==> config.mk <==
export PLATFORM = sky130hd
export DESIGN_NAME = sorted_priority_task_queue_top
export DESIGN_NICKNAME = d
export VERILOG_FILES = /design/src/hdl/spq_pkg.sv /design/src/hdl/spq_cell.sv /design/src/hdl/sorted_priority_task_queue_top.sv
export SDC_FILE = /design/constraint.sdc
export NUM_CORES = 1
export LEC_CHECK = 0
export BUFFER_PORTS_ARGS = -buffer_cell sky130_fd_sc_hd__buf_2
export CAP_MARGIN = 20
export CORE_AREA = 2 2 307 309
export DETAILED_ROUTE_END_ITERATION = 8
export DIE_AREA = 0 0 309 311
export SKIP_LAST_GASP = 1
export SYNTH_ARGS = -nofsm -noshare
export SYNTH_HDL_FRONTEND = slang
export SYNTH_SLANG_ARGS = --single-unit
==> constraint.sdc <==
create_clock -name clk -period 10.2 [get_ports clk]
set_input_delay 1.53 -clock clk [delete_from_list [all_inputs] [get_ports clk]]
set_output_delay 1.53 -clock clk [all_outputs]
set_load 0.005 [all_outputs]
==> src/hdl/spq_pkg.sv <==
`timescale 1ns / 1ps
`default_nettype none
// ----------------------------------------------------------------------------
// Sorted priority queue package
// Sizes, entry type, operation and status codes shared by the queue files.
// ----------------------------------------------------------------------------
package spq_pkg;

  localparam int CAPACITY      = 16;
  localparam int PRIORITY_BITS = 8;
  localparam int HANDLE_BITS   = 16;
  localparam int COUNT_BITS    = $clog2(CAPACITY + 1);

  typedef enum logic [1:0] {
    OP_INSERT = 2'd0,
    OP_REMOVE = 2'd1,
    OP_POP    = 2'd2,
    OP_CLEAR  = 2'd3
  } op_t;

  typedef enum logic [1:0] {
    ST_OK       = 2'd0,
    ST_FULL     = 2'd1,
    ST_EMPTY    = 2'd2,
    ST_NOTFOUND = 2'd3
  } status_t;

  typedef struct packed {
    logic [PRIORITY_BITS-1:0] prio;
    logic [HANDLE_BITS-1:0]   hnd;
  } entry_t;

  // Per-beat commands broadcast to every cell, already qualified
  typedef struct packed {
    logic ins;
    logic rem;
    logic pop;
  } cell_ctrl_t;

endpackage
`default_nettype wire

==> src/hdl/spq_cell.sv <==
`timescale 1ns / 1ps
`default_nettype none
// ----------------------------------------------------------------------------
// Sorted priority queue cell
// One slot of the sorted chain: holds an entry, shifts in from either side.
// ----------------------------------------------------------------------------
module spq_cell
  import spq_pkg::*;
(
  input  wire logic       clk,
  input  wire cell_ctrl_t ctrl,
  input  wire entry_t     req,
  input  wire logic       occ,
  input  wire entry_t     left_data,
  input  wire logic       left_take,
  input  wire logic       left_seen,
  input  wire entry_t     right_data,
  output entry_t          data,
  output logic            take,
  output logic            seen
);

  // At or past the insertion point: slot free or holding a later priority
  assign take = !occ || (data.prio > req.prio);
  // At or past the first slot whose priority matches the remove request
  assign seen = left_seen || (occ && (data.prio == req.prio));

  always_ff @(posedge clk) begin
    if (ctrl.ins) begin
      if (left_take) begin
        data <= left_data;
      end else if (take) begin
        data <= req;
      end
    end else if (ctrl.rem) begin
      if (seen) begin
        data <= right_data;
      end
    end else if (ctrl.pop) begin
      data <= right_data;
    end
  end

endmodule
`default_nettype wire

==> src/hdl/sorted_priority_task_queue_top.sv <==
`timescale 1ns / 1ps
`default_nettype none
// ----------------------------------------------------------------------------
// Sorted priority task queue
// Bounded queue of task handles kept in ascending priority order.
// ----------------------------------------------------------------------------
// The queue takes one operation beat per clock (insert, remove by priority,
// pop head, clear) and returns exactly one result beat for each, in the
// cycle after the beat is accepted. Entries live in a row of CAPACITY cells with
// the head in cell 0; every cell compares its own priority against the
// request in the same cycle and shifts toward or away from the head, so the
// clock period is set by the match chain that ripples from cell 0 to the
// last cell on a remove. The result sits in an output register, so a new
// operation is accepted while a finished result waits, and in_stall only
// rises when that register is full and the consumer is stalling. Equal
// priorities keep arrival order, an insert into a full queue reports full,
// a pop of an empty queue reports empty with a zero handle, and a remove
// that finds no matching priority reports not found; none of these change
// the contents. No clearing pass is needed after reset: the fill count
// alone says which cells hold entries.
// ----------------------------------------------------------------------------
module sorted_priority_task_queue_top
  import spq_pkg::*;
(
  input  wire logic                     clk,
  input  wire logic                     rst,
  input  wire logic                     in_valid,
  output logic                          in_stall,
  input  wire logic [1:0]               op,
  input  wire logic [PRIORITY_BITS-1:0] priority_req,
  input  wire logic [HANDLE_BITS-1:0]   handle,
  output logic                          out_valid,
  input  wire logic                     out_stall,
  output logic [HANDLE_BITS-1:0]        out_handle,
  output logic [1:0]                    status,
  output logic [COUNT_BITS-1:0]         entry_count,
  output logic                          is_empty
);

  logic [COUNT_BITS-1:0] count;
  logic [COUNT_BITS-1:0] count_next;

  entry_t     req;
  cell_ctrl_t ctrl;
  op_t        op_code;
  status_t    st_next;
  logic       accept;
  logic       full;
  logic       found;
  logic [HANDLE_BITS-1:0] hnd_next;

  entry_t               cell_data [CAPACITY];
  logic [CAPACITY-1:0]  cell_occ;
  logic [CAPACITY-1:0]  cell_take;
  logic [CAPACITY-1:0]  cell_seen;

  // Hold the input only while a result waits and the consumer stalls
  assign in_stall = out_valid && out_stall;
  assign accept   = in_valid && !in_stall;

  assign req.prio = priority_req;
  assign req.hnd  = handle;
  assign op_code  = op_t'(op);
  assign full     = (count == COUNT_BITS'(CAPACITY));
  // The match chain leaves the last cell set only if some entry matched
  assign found    = cell_seen[CAPACITY-1];

  // Cell chain: each cell talks only to its two neighbors
  for (genvar g = 0; g < CAPACITY; g++) begin : g_cell
    entry_t left_d;
    entry_t right_d;
    logic   left_t;
    logic   left_s;

    assign cell_occ[g] = (COUNT_BITS'(g) < count);

    if (g == 0) begin : g_head
      assign left_d = req;
      assign left_t = 1'b0;
      assign left_s = 1'b0;
    end else begin : g_body
      assign left_d = cell_data[g-1];
      assign left_t = cell_take[g-1];
      assign left_s = cell_seen[g-1];
    end

    if (g == CAPACITY - 1) begin : g_tail
      assign right_d = cell_data[g];
    end else begin : g_inner
      assign right_d = cell_data[g+1];
    end

    spq_cell u_cell (
      .clk        (clk),
      .ctrl       (ctrl),
      .req        (req),
      .occ        (cell_occ[g]),
      .left_data  (left_d),
      .left_take  (left_t),
      .left_seen  (left_s),
      .right_data (right_d),
      .data       (cell_data[g]),
      .take       (cell_take[g]),
      .seen       (cell_seen[g])
    );
  end

  // Decode the beat: qualify cell commands, work out status and new count
  always_comb begin
    ctrl       = '0;
    st_next    = ST_OK;
    count_next = count;
    hnd_next   = '0;
    unique case (op_code)
      OP_INSERT: begin
        if (full) begin
          st_next = ST_FULL;
        end else begin
          ctrl.ins   = accept;
          count_next = count + 1'b1;
        end
      end
      OP_REMOVE: begin
        if (found) begin
          ctrl.rem   = accept;
          count_next = count - 1'b1;
        end else begin
          st_next = ST_NOTFOUND;
        end
      end
      OP_POP: begin
        if (count == '0) begin
          st_next = ST_EMPTY;
        end else begin
          ctrl.pop   = accept;
          count_next = count - 1'b1;
          hnd_next   = cell_data[0].hnd;
        end
      end
      OP_CLEAR: begin
        count_next = '0;
      end
      default: begin
        st_next = ST_OK;
      end
    endcase
  end

  // Fill count and output valid
  always_ff @(posedge clk) begin
    if (rst) begin
      count     <= '0;
      out_valid <= 1'b0;
    end else begin
      if (accept) begin
        count     <= count_next;
        out_valid <= 1'b1;
      end else if (!out_stall) begin
        out_valid <= 1'b0;
      end
    end
  end

  // Result payload: load on every accepted beat, hold otherwise
  always_ff @(posedge clk) begin
    if (accept) begin
      out_handle  <= hnd_next;
      status      <= st_next;
      entry_count <= count_next;
      is_empty    <= (count_next == '0);
    end
  end

endmodule
`default_nettype wire

==> metrics.txt <==
initial cell density of the core 25.89%; Post-DP HPWL 41,590 um; Crit path required time 10,460 ps; Vert. Die Dim 311 um; P per Cell Area 158.8 nW/um2; endpoint of the worst register-to-register path g_cell[1].u_cell.data[8]; via count normalized by instance count 4.879; most repeated cell in the gate-level netlist after synthesis sky130_fd_sc_hd__nand2_1; floorplan die area roughly 96,000 um2; final max-slew violation count 0; Post-Synthesis Mean Instance Area between 10 and 15 um2; final hold vios 0; buffer levels on the longest clock path 3; clock edge transition at the registers on the reported setup and hold paths 60 ps; synth cell count leaders sky130_fd_sc_hd__nand2_1 (428), sky130_fd_sc_hd__edfxtp_1 (408), sky130_fd_sc_hd__o21ai_0 (369); Cells after Synth 2,216; routed wirelength normalized by instance count 17.52 um; delay of the slowest cell on the worst path approximately 600 ps; Yosys top cell area share 51.01%; clock tree from TritonCTS yes; Ant. Diodes 0; Port Buf Inserts 55; setup repair after global routing missed its margin no; number of register bits inferred by synthesis 414; number of global-route vias before repair 17,100; CP arrival 5850 ps; FF-to-FF path depth 11; TritonCTS Sinks 414; leakage roughly 0.010 uW; Critical Path Sink g_cell[1].u_cell.data[8]; total number of nets in the final design 2,359; fillers just under 10,000; width of the die 309 um; setup slack, reg-to-reg 5660 ps; number of maximum-capacitance violations 0; critical path's slowest cell sky130_fd_sc_hd__inv_1; crit path capture type flip-flop; Util after Layout 29.40%; Most used DFF post-synth sky130_fd_sc_hd__edfxtp_1; post-synthesis cell type with the largest combined area sky130_fd_sc_hd__edfxtp_1; I/O pin count 56; crit-path max FO 21; via total after detailed routing 17,000; pin count of the biggest net entering global routing 291; IR Drop Worst-Case VDD 0.1225 mV; Max-slew headroom 14.17%; maximum achievable frequency approximately 180 MHz; number of distinct standard cells referenced by the synthesized netlist 77; sequential standard cell area ~12,000 um2; actual slew at the worst max-slew pin around 1300 ps; sequential-to-total area share from yosys stat between 50% and 60%; root buffer selected by CTS sky130_fd_sc_hd__clkbuf_16; startpoint type of the worst setup path input port; shortest clock period the worst path allows after layout ~5600 ps; number of setup buffers added after CTS 0; aggregate global routing overflow 0; total global routing track utilization about 12%; placer congestion estimate between 0.8 and 0.9; final worst clock skew 17.95 ps; Post-Layout Cell Count 3,484; total negative slack for setup checks 0 ps; Synthesis Warnings 0; fraction of final layout cells sized beyond drive strength 1 10.54%; Std-Cell Core Area 92,770 um2; Rows 112; main area contributors after synthesis sky130_fd_sc_hd__edfxtp_1 (51%), sky130_fd_sc_hd__mux2i_1 (14%), sky130_fd_sc_hd__o21ai_0 (7.7%); Hold Crit Class reg2reg; cells traversed along the worst timing path buf_2, inv_1, ha_1, nand4_1, a2111oi_2, a21oi_2, nand4b_2, nor2_1, o21ai_2, nand2_2, a311oi_4, buf_4; number of detailed-route iterations in the first pass 5; # resized after CTS 0; Setup crit start priority_req[1]; final-report setup violation count 0; mapped cell area 24,020 um2; area delta synth->final 13.54%; initial antenna violation count 3; portion of the clock cycle consumed by the worst path in the final layout a little over half; dpl cells roughly 3,400; result of the run finished, final reports clean; Synth async-reset ratio 0%; DRT antenna net count 0; routed wire length between 60,000 and 70,000 um; count of flip-flops with a built-in enable after synthesis 408; TritonCTS buffer count 45; insertion delay of the later-clocked pin in the worst-skew pair 600 ps; DRT iter0 DRCs between 1,500 and 2,000; H-tree depth 2; post-synthesis net count 2,378; Worst Hold Launch g_cell[15].u_cell.data[0]; number of buffers inserted for hold repair after clock tree synthesis 0; startpoint of the worst-slack reg-to-reg timing path count[1]; DRC violation count after routing 0; first-pass GRT wire length 97,180 um; critical path type in2reg; area occupied by multi-input gates 11,100 um2
## cell usage in the layout (no fill, tap or decap), drive strengths merged, types with 3 or more instances in the layout
cell type / count
nand2: 430
and3: 10
nor3: 14
nor2: 32
a31oi: 6
o31a: 3
clkbuf: 52
a211oi: 13
a221oi: 6
mux2: 23
nand2b: 9
or2: 4
and2: 18
nand3: 15
mux2i: 328
a21oi: 61
clkinv: 19
buf: 92
o21ai: 371
nand4: 25
dfxtp: 6
bufinv: 4
inv: 41
a41oi: 3
edfxtp: 408
a21o: 15
o21a: 19
clkinvlp: 5
ha: 132
nor2b: 20
a311oi: 5
o211ai: 5
## worst max-delay path, delay by kind of cell
family	cells	cell delay, ps
AO/OA/AOI/OAI	4	1460
buffers and inverters	3	1350
adder cells (fa/ha/maj)	1	540
AND/OR/NAND/NOR	4	920
## sequential cells by signal (all words and copies together), names as in the netlist
register / flops
out_handle: 16
g_cell.u_cell.data: 384
entry_count: 5
out_valid: 1
status: 2
is_empty: 1
count: 5
## through the flow
step | cell area [um2] | total power (uW) | worst slack (ps) | hold WS (ps)
detailed placement | 25750 | 2716 | 3768 | 514.1
floorplan | 24020 | 2513 | 4323 | 496.3
CTS | 27220 | 4369 | 4407 | 525.3
finish | 27270 | 4332 | 4604 | 520.6
global route | 27270 | 4513 | 4372 | 543.7
global placement | 25730 | 2702 | 3878 | 502.4
## routing by layer
metal	part of all wire, %	global-route usage, %	up-vias
met1	47	17.42	8443
met5	0.033	0	-
met4	2.3	3.266	4
met2	46	19.97	318
li1	-	-	8139
met3	4.3	1.989	96
## worst min path at each step
stage	endpoint	cells after the start
after floorplan	g_cell[14].u_cell.data[0]	2
after detailed placement	g_cell[14].u_cell.data[3]	2
after global placement	g_cell[14].u_cell.data[14]	2
after CTS	g_cell[14].u_cell.data[11]	2
final	g_cell[14].u_cell.data[0]	2
after global routing	g_cell[14].u_cell.data[13]	2
## area by class of cell
type | count | area share, %
Clock buffer | 52 | 4.226
Timing Repair Buffer | 92 | 2.239
Sequential cell | 414 | 45.37
Clock inverter | 28 | 1.133
Inverter | 41 | 0.5643
Tap cell | 1254 | 5.753
Multi-Input combinational cell | 1603 | 40.72
## power by group
group	switching (uW)	internal, uW	leakage, uW
clock	728	922	0.000693
combinational	385	235	0.00582
sequential	65.2	2000	0.00384
## cell families (layout without fill, tap and decap cells)
family	count (synthesis)	count (layout)	synth area share, %
AO/OA/AOI/OAI	529	529	12.53
XOR/XNOR	2	2	0.07294
adder cells (fa/ha/maj)	132	132	6.876
buffers and inverters	199	213	3.568
flip-flops	414	414	51.51
multiplexers	351	351	14.75
AND/OR/NAND/NOR	589	589	10.69
Note: power is estimated with default switching activity, not from simulation.
